[config.mk]
export PLATFORM = sky130hd
export DESIGN_NAME = aae_outq
export DESIGN_NICKNAME = d
export VERILOG_FILES = /design/src/rtl/aae_pkg.sv /design/src/rtl/aae_outq.sv
export SDC_FILE = /design/constraint.sdc
export NUM_CORES = 1
export LEC_CHECK = 0
export BUFFER_PORTS_ARGS = -buffer_cell sky130_fd_sc_hd__buf_2
export CAP_MARGIN = 20
export CORE_MARGIN = 1
export CORE_UTILIZATION = 45
export CTS_CLUSTER_SIZE = 20
export DETAILED_ROUTE_END_ITERATION = 10
export PLACE_DENSITY_LB_ADDON = 0.08
export RECOVER_POWER = 50
export SLEW_MARGIN = 20
export SYNTH_ARGS = -nofsm -noshare
export SYNTH_HDL_FRONTEND = slang
export SYNTH_SLANG_ARGS = --single-unit
[constraint.sdc]
create_clock -name aclk -period 5.5 [get_ports aclk]
set_input_delay 0.275 -clock aclk [delete_from_list [all_inputs] [get_ports aclk]]
set_output_delay 0.275 -clock aclk [all_outputs]
set_load 0.05 [all_outputs]
[src/rtl/aae_pkg.sv]
// shared types and constants of the adaptive arithmetic encoder
`default_nettype none
package aae_pkg;

    localparam logic [1:0] OP_START  = 2'd0;
    localparam logic [1:0] OP_ENCODE = 2'd1;
    localparam logic [1:0] OP_FLUSH  = 2'd2;

    localparam logic [31:0] MIN_LEN    = 32'h0100_0000;
    localparam logic [31:0] FULL_LEN   = 32'hFFFF_FFFF;
    localparam logic [31:0] SCALE_NUM  = 32'h8000_0000;
    localparam logic [15:0] FREQ_LIMIT = 16'h8000;
    localparam logic [24:0] BYTE_CAP   = 25'h100_0000;

    // result queue holds the bytes of one request
    localparam int QDEPTH = 64;
    localparam int QAW    = 6;
    localparam int QCW    = 7;

    // alphabet arithmetic is 12 bits wide
    localparam int NW = 12;

    typedef enum logic [4:0] {
        ST_IDLE,
        ST_INIT,
        ST_RB_ADD,
        ST_HV_RD,
        ST_HV_WR,
        ST_DIV_GO,
        ST_DIV_WAIT,
        ST_CM_RD,
        ST_CM_MUL,
        ST_CM_WR,
        ST_RB_END,
        ST_ENC_RD,
        ST_ENC_MUL,
        ST_ENC_ADD,
        ST_FLUSH,
        ST_POST,
        ST_REN,
        ST_DRAIN,
        ST_ENC_CNT,
        ST_FL_REL,
        ST_OUT_RD,
        ST_OUT_LD,
        ST_OUT_WAIT
    } aae_state_t;

    typedef struct packed {
        logic busy;
        logic done;
    } aae_div_stat_t;

endpackage
`default_nettype wire

[src/rtl/aae_outq.sv]
// result byte queue of one request
`default_nettype none
module aae_outq
    import aae_pkg::*;
(
    input  wire logic           aclk,
    input  wire logic           aresetn,
    input  wire logic           clr,
    input  wire logic           wr_en,
    input  wire logic [7:0]     wr_data,
    input  wire logic [QAW-1:0] rd_idx,
    output logic [7:0]          rd_data,
    output logic [QCW-1:0]      count
);

    logic [7:0]     mem [QDEPTH];
    logic [QCW-1:0] count_reg, count_next;
    logic           do_wr;

    // bytes beyond the queue depth are dropped
    assign do_wr = wr_en && (count_reg < QCW'(QDEPTH));

    always_comb begin
        count_next = count_reg;
        if (clr) begin
            count_next = '0;
        end else if (do_wr) begin
            count_next = count_reg + QCW'(1);
        end
    end

    always_ff @(posedge aclk) begin
        if (!aresetn) begin
            count_reg <= '0;
        end else begin
            count_reg <= count_next;
        end
    end

    always_ff @(posedge aclk) begin
        if (do_wr && !clr) begin
            mem[count_reg[QAW-1:0]] <= wr_data;
        end
        rd_data <= mem[rd_idx];
    end

    assign count = count_reg;

endmodule
`default_nettype wire

Word level (Yosys, flattened, before mapping)
Memories as Yosys holds them, arrays and structs flattened. A register that Yosys moved wholly into a read port is not among the register bits.
Index checks and enable logic that the tools add are counted.
{ "totals": {"regBits": 7, "ram_bits": 512, "in_bits": 18, "memories": 1} }
{ "memory_table": {"columns": ["memory", "words", "width", "read_ports", "rd_ports_with_merged_regs", "wr", "line_no", "source"], "rows": [
  ["mem", 64, 8, 1, 1, 1, "aae_outq.sv:16", "logic [7:0] mem [QDEPTH];"]
]} }
{ "classes": {"n_addsub": 1, "order_cmp": 1, "n_mux": 2, "bitwise_logic": 1, "n_reduce_logical": 4} }
{ "ops": {"columns": ["op", "count"], "rows": [
  ["adder 7 x 1 -> 7 bit (second input constant)", 1],
  ["< comparator 7 bit (second input constant)", 1],
  ["logical AND 1 bit", 2],
  ["2-to-1 mux 1 bit", 2],
  ["OR reduction 2 bit", 1],
  ["logical NOT 1 bit", 1],
  ["NOT 1 bit", 1]
]} }

Longest topological paths before layout
{ "logic_depth": {"ltp_word": 5, "mapped_depth": 9, "depth_no_buf": 5} }

Least setup slack after synthesis
No wires, ideal clock.
{ "synth_path": {"path_kind": "flip-flop to flip-flop", "start": "reg count_reg[6] (netlist: count[6])", "end": "mem mem[63][0] (enable)", "setup_time_ps": 371, "arrival_ps": 1932, "required_ps": 5129, "path_slack_ps": 3197, "path_stages_with_launch": 7, "path_buffers": 2, "path_cell_list": "dfxtp_1 nor2b_1 clkbuf_1 nand4_1 or2_2 clkbuf_1 nor2_1"} }
{ "synth_via": {"elab_chain_len": 5} }
{ "synth_lines": {"columns": ["element", "line_no", "source"], "rows": [
  ["from (decl)", "aae_outq.sv:17", "logic [QCW-1:0] count_reg, count_next;"],
  ["from (signal assigned)", "aae_outq.sv:36", "count_reg <= count_next;"],
  ["< comparator 7 bit", "aae_outq.sv:21", "assign do_wr = wr_en && (count_reg < QCW'(QDEPTH));"],
  ["logical AND 1 bit", "aae_outq.sv:21", null],
  ["logical AND 1 bit", "aae_outq.sv:41", "if (do_wr && !clr) begin"],
  ["2-to-1 mux 1 bit", "aae_outq.sv:41", null],
  ["2-to-1 mux 1 bit (not written as such)", "aae_outq.sv:42", "mem[count_reg[QAW-1:0]] <= wr_data;"],
  ["to (decl)", "aae_outq.sv:16", null]
]} }
No other way between the ends.

Worst setup path after layout
{ "layout_path": {"start": "reg count_reg[6] (netlist: count[6])", "end": "mem mem[40][0] (enable)"} }
Same word-level chain as after synthesis.

==> reports/metrics.csv <==
stage,metric,value,unit
outcome,status,"finished, violations left",
outcome,violations,"max-capacitance violations, max-slew violations",
clock_network,clk_path_buf_depth,3,
finish,mostFrequentLayoutCells,"edfxtp_1, mux4_2, nor2_1",
worst_setup_path,worstReg2RegStart,count[6],
timing,grt_setup_unrepaired,false,
global_routing,first_global_vias,9970,
floorplan,die_height,215,um
worst_setup_path,path_class,reg2reg,
drt,avgRoutedWirePerCell,28.7,um
timing,fmax,321,MHz
worst_setup_path,reg2reg_slack,2.38,ns
floorplan,start_util,45.9,%
clock_network,cts_setup_buffers,0,
timing,timing.final.crit_share,56.7,%
worst_setup_path,reg2regPathDepth,4,
synthesis,yosys.area_share.simple,3.66,%
global_routing,grt_pass1_wl,70200,um
synthesis,syn-instance-count,980,
power,vdd_ir_drop_max,0.262,mV
hold_path,hold_path.class,in2reg,
drt,drtIter0Drc,777,
global_routing,antenna_found_initial,0,
synthesis,synth_adder_area_share,0.0613,%
placed_design,place_hpwl,27400,um
clock_network,cts_tree,yes,
floorplan,rows,77,
clock_network,htreeDepth,2,
power,p_per_area,375,mW/mm2
worst_setup_path,start_kind,register,
hold_path,worstHoldPathCells,5,
synthesis,synth_edf_count,512,
synthesis,synth-xor-area-share,0.172,%
drt,postRouteAntennaNets,0,
floorplan,ios,33,
synthesis,async_flop_share,0,%
timing,fin_setup_tns,0,ns
worst_setup_path,r2r-end,mem[40][0],
worst_setup_path,cp.arrival,3.32,ns
drt,vias_per_cell,5.82,
synthesis,ys_seq_area_share,76.8,%
synthesis,ys.flop_type,edfxtp_1,
finish,largest_reg_flops,512,
run,timing.max_cap.violations,8,
finish,antenna_cells,0,
synthesis,synth_nets,999,
clock_network,cts_buffers,54,
timing,setup_violations,0,
finish,area_growth,12.1,%
drt,vias,9668,
power,p_leak,7.05,nW
drt,dr.pass1.iters,5,
clock_network,cts-root-buf,clkbuf_16,
worst_setup_path,critPathRequiredTime,5.71,ns
placed_design,place_congestion,0.765,
synthesis,synth_compound_area_share,2.63,%
drt,drt_wl_total,47700,um
placed_design,numPortBuffers,32,
synthesis,synth_top_family_by_area,multiplexers,
synthesis,synth.cell_area,0.0204,mm2
synthesis,syn_avg_cell_area,20.8,um2
worst_setup_path,worstSetupEndpointType,register,
hold_path,holdPathEnd,count[6],
timing,max_slew_margin,-124,%
finish,post-route-util,51.4,%
worst_setup_path,crit_fanout,8,
clock_network,clk_pin_slew_worst_paths,0.06,ns
timing,finalMaxSlewViolations,520,
hold_path,hp-start,wr_en,
synthesis,synth_cell_types,42,
timing,final_hold_viol_count,0,
timing,tightest_slew,3.36,ns
timing,min_period,3.12,ns
timing,fin_skew,0.0184,ns
global_routing,grt_usage,21.3,%
clock_network,post_cts_resize_count,0,
global_routing,grt-ovfl-total,0,
global_routing,grt_max_degree,72,
floorplan,die_area,0.0462,mm2
clock_network,cts_sinks,527,
finish,drive_above_1_share,22.9,%
drt,drcViolationCount,0,
finish,nNetsFinal,1044,
clock_network,insertion_delay,0.60,ns
clock_network,holdBufCountCts,0,
floorplan,core_area,0.0445,mm2
finish,final_common_cell,edfxtp_1,
synthesis,ys_ff_latch,527,
floorplan,die_w,215,um
synthesis,yosys-mux-area-fraction,15.0,%
worst_setup_path,setup.worst_path.start,count[6],
synthesis,yosysWarnings,0,
Yosys cell counts (2+ instances only):
cell type  count  area share [%]
nand3b_1       3            0.11
a21oi_1        5            0.12
nand3_1       13            0.32
and3b_1        2           0.086
a211oi_2       2            0.12
o211ai_1       2           0.074
buf_4          4            0.15
edfxtp_1     512              75
o22ai_1       16            0.49
dfxtp_1       15             1.5
mux4_2       126              14
a211oi_1       2           0.074
clkbuf_1      17            0.31
a32o_1         3            0.15
or2_2          3           0.092
mux2i_1       16            0.78
buf_2         17            0.42
nor2b_1       10            0.31
nand2_1       29            0.53
or3_1          2           0.061
o32a_1         2           0.098
or3b_2         2           0.086
nor3_1         2           0.049
xor2_1         3            0.13
nor2_1        91             1.7
a31oi_1       10            0.31
o22a_1         2           0.086
mux2_2         6            0.33
a22oi_1       10            0.37
o21ai_1        8            0.20
buf_1          5           0.092
nand2b_1       7            0.21
buf_6         12            0.66
o21ai_0        3           0.074
o221ai_1      10            0.43
nand4_1        2           0.061
critical path, stage by stage, from the launching register on:
cell	delay [ns]
dfxtp_1	0.32
nor2b_1	0.44
nor3b_1	0.47
nand2_1	0.57
nor2_1	0.91
how the worst max path moves through the flow:
stage / endpoint / slack, ns / depth (start not counted)
after floorplan: mem[63][0] / 3.20 / 6
after global placement: rd_data[2] / 2.11 / 7
after detailed placement: rd_data[2] / 2.15 / 7
after CTS: mem[40][5] / 2.43 / 4
after global routing: mem[25][4] / 2.18 / 4
final: mem[40][0] / 2.38 / 4
through the flow:
stage | power, mW | setup WS (ns) | cells | area, um2 | hold slack [ns]
6_report | 8.58 | 2.38 | 1660 | 22900 | 0.0532
5_1_grt | 8.84 | 2.18 | 1660 | 22900 | 0.0543
4_1_cts | 8.66 | 2.43 | 1660 | 22900 | 0.0193
3_5_place_dp | 4.91 | 2.15 | 1561 | 21100 | 0.496
3_3_place_gp | 4.91 | 2.11 | 1561 | 21100 | 0.473
2_1_floorplan | 4.75 | 3.20 | 980 | 20400 | 0.374
layout make-up:
type | instances | area [um2]
fillers | 3605 | 21600
flip-flops and latches | 527 | 15700
multi-input cells | 397 | 4400
clock buffers | 79 | 1590
well taps | 592 | 741
repair buffers | 45 | 244
clock inverters | 20 | 241
routing by layer:
metal | vias to the layer above | routed length (um) | global-route usage, %
li1 | 4146 | - | -
met1 | 5135 | 20800 | 30.8
met2 | 323 | 22200 | 32.6
met3 | 64 | 3460 | 4.73
met4 | 0 | 1180 | 6.19
met5 | - | 0 | 0
kinds of logic (layout without fill, tap and decap cells):
kind of cell    Yosys count  count (layout)
compound gates           76              76
xor+xnor                  4               4
fa+ha+maj                 1               1
buf+inv                  56             144
flops                   527             527
mux                     148             148
simple gates            168             168
report_power, final:
part | leakage (nW) | internal [mW] | switching [mW]
Combinational | 1.43 | 0.129 | 0.267
Sequential | 4.73 | 4.42 | 0.00638
Clock | 0.900 | 2.27 | 1.48
Total | 7.05 | 6.82 | 1.76
(Power assumes the default switching activity.)
