### src/rtl/aae_pkg.sv
// shared types and constants of the adaptive arithmetic encoder
`default_nettype none
package aae_pkg;

    localparam logic [1:0] OP_START  = 2'd0;
    localparam logic [1:0] OP_ENCODE = 2'd1;
    localparam logic [1:0] OP_FLUSH  = 2'd2;

    localparam logic [31:0] MIN_LEN    = 32'h0100_0000;
    localparam logic [31:0] FULL_LEN   = 32'hFFFF_FFFF;
    localparam logic [31:0] SCALE_NUM  = 32'h8000_0000;
    localparam logic [15:0] FREQ_LIMIT = 16'h8000;
    localparam logic [24:0] BYTE_CAP   = 25'h100_0000;

    // result queue holds the bytes of one request
    localparam int QDEPTH = 64;
    localparam int QAW    = 6;
    localparam int QCW    = 7;

    // alphabet arithmetic is 12 bits wide
    localparam int NW = 12;

    typedef enum logic [4:0] {
        ST_IDLE,
        ST_INIT,
        ST_RB_ADD,
        ST_HV_RD,
        ST_HV_WR,
        ST_DIV_GO,
        ST_DIV_WAIT,
        ST_CM_RD,
        ST_CM_MUL,
        ST_CM_WR,
        ST_RB_END,
        ST_ENC_RD,
        ST_ENC_MUL,
        ST_ENC_ADD,
        ST_FLUSH,
        ST_POST,
        ST_REN,
        ST_DRAIN,
        ST_ENC_CNT,
        ST_FL_REL,
        ST_OUT_RD,
        ST_OUT_LD,
        ST_OUT_WAIT
    } aae_state_t;

    typedef struct packed {
        logic busy;
        logic done;
    } aae_div_stat_t;

endpackage
`default_nettype wire

### src/rtl/aae_div.sv
// restoring divider, one quotient bit per cycle
`default_nettype none
module aae_div
    import aae_pkg::*;
(
    input  wire logic          aclk,
    input  wire logic          aresetn,
    input  wire logic          start,
    input  wire logic [31:0]   dividend,
    input  wire logic [15:0]   divisor,
    output aae_div_stat_t      stat,
    output logic [31:0]        quotient
);

    logic [31:0] dvd_reg, dvd_next;
    logic [31:0] quo_reg, quo_next;
    logic [15:0] dvs_reg, dvs_next;
    logic [16:0] rem_reg, rem_next;
    logic [5:0]  cnt_reg, cnt_next;
    logic        busy_reg, busy_next;
    logic        done_reg, done_next;

    always_comb begin
        logic [16:0] trial;
        trial     = {rem_reg[15:0], dvd_reg[31]};
        dvd_next  = dvd_reg;
        quo_next  = quo_reg;
        dvs_next  = dvs_reg;
        rem_next  = rem_reg;
        cnt_next  = cnt_reg;
        busy_next = busy_reg;
        done_next = 1'b0;
        if (start) begin
            dvd_next  = dividend;
            dvs_next  = divisor;
            rem_next  = '0;
            quo_next  = '0;
            cnt_next  = '0;
            busy_next = 1'b1;
        end else if (busy_reg) begin
            dvd_next = {dvd_reg[30:0], 1'b0};
            if (trial >= {1'b0, dvs_reg}) begin
                rem_next = trial - {1'b0, dvs_reg};
                quo_next = {quo_reg[30:0], 1'b1};
            end else begin
                rem_next = trial;
                quo_next = {quo_reg[30:0], 1'b0};
            end
            cnt_next = cnt_reg + 6'd1;
            if (cnt_reg == 6'd31) begin
                busy_next = 1'b0;
                done_next = 1'b1;
            end
        end
    end

    always_ff @(posedge aclk) begin
        if (!aresetn) begin
            busy_reg <= 1'b0;
            done_reg <= 1'b0;
            cnt_reg  <= '0;
        end else begin
            busy_reg <= busy_next;
            done_reg <= done_next;
            cnt_reg  <= cnt_next;
        end
        dvd_reg <= dvd_next;
        quo_reg <= quo_next;
        dvs_reg <= dvs_next;
        rem_reg <= rem_next;
    end

    assign stat.busy = busy_reg;
    assign stat.done = done_reg;
    assign quotient  = quo_reg;

endmodule
`default_nettype wire

### config.mk
export PLATFORM = sky130hd
export DESIGN_NAME = aae_div
export DESIGN_NICKNAME = d
export VERILOG_FILES = /design/src/rtl/aae_pkg.sv /design/src/rtl/aae_div.sv
export SDC_FILE = /design/constraint.sdc
export NUM_CORES = 1
export LEC_CHECK = 0
export CAP_MARGIN = 10
export CORE_MARGIN = 1.5
export CORE_UTILIZATION = 55
export DETAILED_ROUTE_END_ITERATION = 10
export DONT_BUFFER_PORTS = 1
export PLACE_DENSITY = 0.7
export SLEW_MARGIN = 20
export SYNTH_ARGS = -nofsm -noshare
export SYNTH_HDL_FRONTEND = slang
export SYNTH_SLANG_ARGS = --single-unit
export TNS_END_PERCENT = 30
### constraint.sdc
create_clock -name aclk -period 3.45 [get_ports aclk]
set_input_delay 0.8625 -clock aclk [delete_from_list [all_inputs] [get_ports aclk]]
set_output_delay 0.8625 -clock aclk [all_outputs]
set_load 0.005 [all_outputs]
Yosys cells after proc, flatten, opt, wreduce, memory -nomap -nowiden
Index checks and enable logic that the tools add are counted.
Storage, ports and cells
  register bits: 104
  input port bits: 51
  output and inout bits: 34
  logic and storage cells: 24
Operators by class
  $add $sub $neg: 2
  order comparisons: 1
  equality and inequality tests: 1
  muxes and demuxes: 8
  bitwise logic cells: 2
  reductions and logical operators: 3
Operators by type and width (count)
  32-bit two-way mux: 2
  17-bit by 16-bit >= comparator with 1-bit output: 1
  16-bit two-way mux: 1
  16-bit subtractor: 1
  6-bit by 1-bit adder with 6-bit output (second input constant): 1
  6-bit by 5-bit equality test with 1-bit output (second input constant): 1
  1-bit two-way mux: 5
  3-bit OR reduction: 1
  1-bit inverter: 2
  2-bit nonzero test: 1
  2-bit OR reduction: 1

Depth between registers and ports, before layout
  depth after elaboration: 4
  mapped depth: 12
  gate-level depth less buffers: 10

Worst setup path after synthesis
OpenSTA, ideal clock, no wires.
  path kind: register -> register
  start point: reg dvd_reg[31]
  end point: reg rem_reg[14]
  setup time: 91 ps
  data arrival time: 2309 ps
  data required time: 3359 ps
  setup slack: 1050 ps
  stages on the path, launching flop included: 11
  path buffers: 0
  period minus slack after synthesis: 2400 ps
  cells stage by stage: edfxtp_1 inv_1 ha_1 fa_1 nand2b_1 a211o_1 a21oi_1 o31a_1 nor3_1 or3_1 a311oi_1
Between the ends
  cells in the longest elaborated chain, start to end: 2
  elaborated cells on any way between the ends: 3
  classes of those cells: add/sub: 1; order compare: 1; mux: 1
RTL lines
  from (decl): RTL line aae_div.sv:15  | logic [31:0] dvd_reg, dvd_next;
  from (signal assigned): RTL line aae_div.sv:67  | dvd_reg <= dvd_next;
  16-bit subtractor or 17-bit by 16-bit >= comparator with 1-bit output (tied branches): RTL line aae_div.sv:43, aae_div.sv:42
  16-bit two-way mux *: RTL line aae_div.sv:42  | if (trial >= {1'b0, dvs_reg}) begin
  to (signal assigned): RTL line aae_div.sv:70  | rem_reg <= rem_next;
  to (decl): RTL line aae_div.sv:18  | logic [16:0] rem_reg, rem_next;
Every way passes the cells marked *; elsewhere a longest branch is shown, timed or not.
A chain may end at the register's enable or synchronous reset.

Worst setup path in the final report
  start point: reg dvs_reg[0]
  end point: reg rem_reg[14]
Between the ends
  cells in the longest elaborated chain, start to end: 2
  elaborated cells on any way between the ends: 3
  classes of those cells: add/sub: 1; order compare: 1; mux: 1
RTL lines
  from (decl): RTL line aae_div.sv:17  | logic [15:0] dvs_reg, dvs_next;
  from (signal assigned): RTL line aae_div.sv:69  | dvs_reg <= dvs_next;
  16-bit subtractor or 17-bit by 16-bit >= comparator with 1-bit output (tied branches): RTL line aae_div.sv:43, aae_div.sv:42
  16-bit two-way mux *: RTL line aae_div.sv:42
Marked as above.

==> results.md <==
* Run status: finished, final reports clean
* H-tree levels at 3
* Detailed-route wire length at ~8.8 mm
* WS Path Type: reg2reg
* Slew at the pin closest to its max-slew limit at between 0.7 and 0.8 ns
* Primary flip-flop cell chosen by synthesis mapping: dfxtp_1
* Die outline width at ~100 µm
* Final slew viol count at 0
* Top-level I/O count at 85
* Multi-input gate area at between 2000 and 2500 µm²
* FF-to-FF setup slack at ~0.74 ns
* Via count at ~3.1k
* Commonest non-fill, non-tap cell in the layout: nor2_1
* Post_cts resized at 0
* Category of the worst setup path launch point: register
* Pin count of the biggest net entering global routing at about 100
* Synthesized area divided by synthesized cell count at 11.2 µm²
* Hold buffer count at cts at 0
* Area of placed instances at slightly below 5000 µm²
* First DRT Iteration DRCs at approximately 140
* Total of flip-flops plus latches after synthesis at ~100
* Global-route wire length before repair at between 10 and 15 mm
* Setup repair after global routing missed its margin: false
* P_leak at around 2.0 nW
* Post-route clock period utilization at 78.4%
* Max Clk Rate at 0.370 GHz
* Critical Path AT at between 2 and 3 ns
* Top area cells in the synthesized netlist: edfxtp_1 29%, dfxtp_1 23%, mux2i_1 8.9%
* Root buffer cell: clkbuf_8
* Asr flop ratio synth at 0%
* Yosys top cell area share at roughly 29%
* Number of distinct library cells after synthesis at 55
* Non-filler cells in the finished layout at around 540
* Worst IR Drop VDD at around 0.00025 V
* Most frequent cells in the layout: 67 x nor2_1, 55 x dfxtp_1, 48 x edfxtp_1
* Number of search-and-repair iterations in the first detailed-routing pass at 6
* Input/output buffers at 0
* # placed instances at roughly 530
* Number of enable flip-flop cells after synthesis at 48
* Die Outline Area at about 9600 µm²
* Starting Density at a little under three fifths
* Average vias per placed instance at between 5 and 6
* Hold violation total from the final report at 0
* Sort of element at the end of the critical path: register
* Setup total negative slack at 0 ns
* Antenna violations before repair at 1
* Finish-stage setup viols at 0
* N_diodes at 0
* Worst-case headroom to the max-slew limit at between 50% and 60%
* Final weighted congestion in routability-driven placement at just under 0.9
* Required time worst endpoint at around 3.7 ns
* Layout cell share with drive strength beyond 1 at about an eighth
* Worst Skew at roughly 0.012 ns
* Number of fill cells in the layout at 727
* Final global-route overflow total at 0
* Clock-pin slew reported for the worst setup and hold paths after clock tree synthesis at approximately 0.11 ns
* Warning count from the yosys run at 0
* Number of remaining DRC errors at 0
* Residual antenna-violating net count after detailed routing at 0
* Die span in y at approximately 100 µm
* Final worst slack at between 0.7 and 0.8 ns
* CP max FO at 3
* Number of max-cap violations at 0
* Share of the yosys chip area belonging to registers at 51.8%
* Cell accounting for the most synthesized area: edfxtp_1
* Final Net Count at between 400 and 500
* Final HPWL DP at ~6 mm
* Syn Std Cell Area at roughly 4900 µm²
* Power Density at between 500 and 600 nW/µm²
* DR WL/cell at 16.2 µm
* Post-layout minimum cycle time at between 2 and 3 ns
* Placeable Area at slightly below 9000 µm²
* Area taken by flip-flops and latches at around 2600 µm²
* Synthesized instance count at 443
* Post-CTS Setup Inserts at 0
* Skew-Pair Late Insertion Delay at ~0.37 ns
* Syn_nets at between 500 and 600
* Post-route total power at between 2 and 3 mW
* Clk sink count at approximately 100
* Clock tree from TritonCTS: yes
* Worst hold slack after final layout at roughly 0.50 ns
* Via count of the first global-routing pass at about 3.0k
* Synth-to-Final Area Change at 4.33%
* Number of buffers between clock root and the deepest sink at 2
* Row count at 34
* Dpl ws at ~0.82 ns
* Gr usage total at 19.1%
* Utilization of the core after routing at between 50% and 60%
* Number of clock buffers inserted by TritonCTS at 9
* Post-route cell area at slightly above 5000 µm²
* Worst min-delay path category: reg2reg
## layer usage
metal / up-vias / track usage (%) / share of wire, %
met5: - / 0 / 0.11
met4: 2 / 6.37 / 1.1
met1: 1467 / 25.4 / 45
met2: 70 / 29.8 / 48
li1: 1560 / - / -
met3: 10 / 6.08 / 5.4
## path summary, 6_finish.rpt
check,start,to,cells past startpoint
worst max register to register,dvs_reg[0],rem_reg[14],9
worst min-delay path,cnt_reg[5],done_reg,1
worst max-delay path,dvs_reg[0],rem_reg[14],9
worst min register to register,cnt_reg[5],done_reg,1
## final cells by class
cell class                 instances  share of cell area, %
clock inverter                     7                   1.41
timing repair buffer               3                  0.437
sequential                       104                   49.8
multi-input combinational        293                   42.0
clock buffer                       9                   2.40
inverter                          19                   1.38
tap                              108                   2.62
## kinds of logic after synthesis
| kind of cell | count (synthesis) | share of synthesized area, % |
|---|---|---|
| DFF | 104 | 51.8 |
| and+or+nand+nor | 117 | 10.8 |
| AOI/OAI and AO/OA | 65 | 9.01 |
| buffers and inverters | 46 | 4.35 |
| xor gates and xnor gates | 17 | 3.01 |
| adders and majority gates | 18 | 4.71 |
| muxes | 76 | 16.3 |
## report_power, final
| group | switching (mW) | internal [mW] |
|---|---|---|
| clock | 0.462 | 0.288 |
| sequential | 0.0478 | 1.38 |
| combinational | 0.221 | 0.197 |
## cells in the mapped netlist, drive strengths merged (2+ instances only)
cell      n
or2       2
edfxtp   48
mux2     32
xnor2     8
nand4b    2
mux2i    44
clkbuf   13
a2111oi   2
o21a      4
buf      14
nor2     67
or3       2
a211o     2
ha       17
a211oi   14
dfxtp    56
a21o      2
xor2      9
a311oi    2
nand2b    4
o21ai     9
nand4     8
a21oi    21
inv      19
nor3      5
nor2b     3
nand2    17
## worst max-delay path, cell delays in order, from the launching register on
cell      delay, ns
edfxtp_1       0.39
ha_1           0.23
fa_1           0.41
nand2b_1       0.18
a211o_1        0.30
a21oi_1        0.25
o31a_1         0.19
nor3_1         0.04
or3_1          0.36
a311oi_1       0.26
No activity file was read; power rests on OpenSTA's default activity.
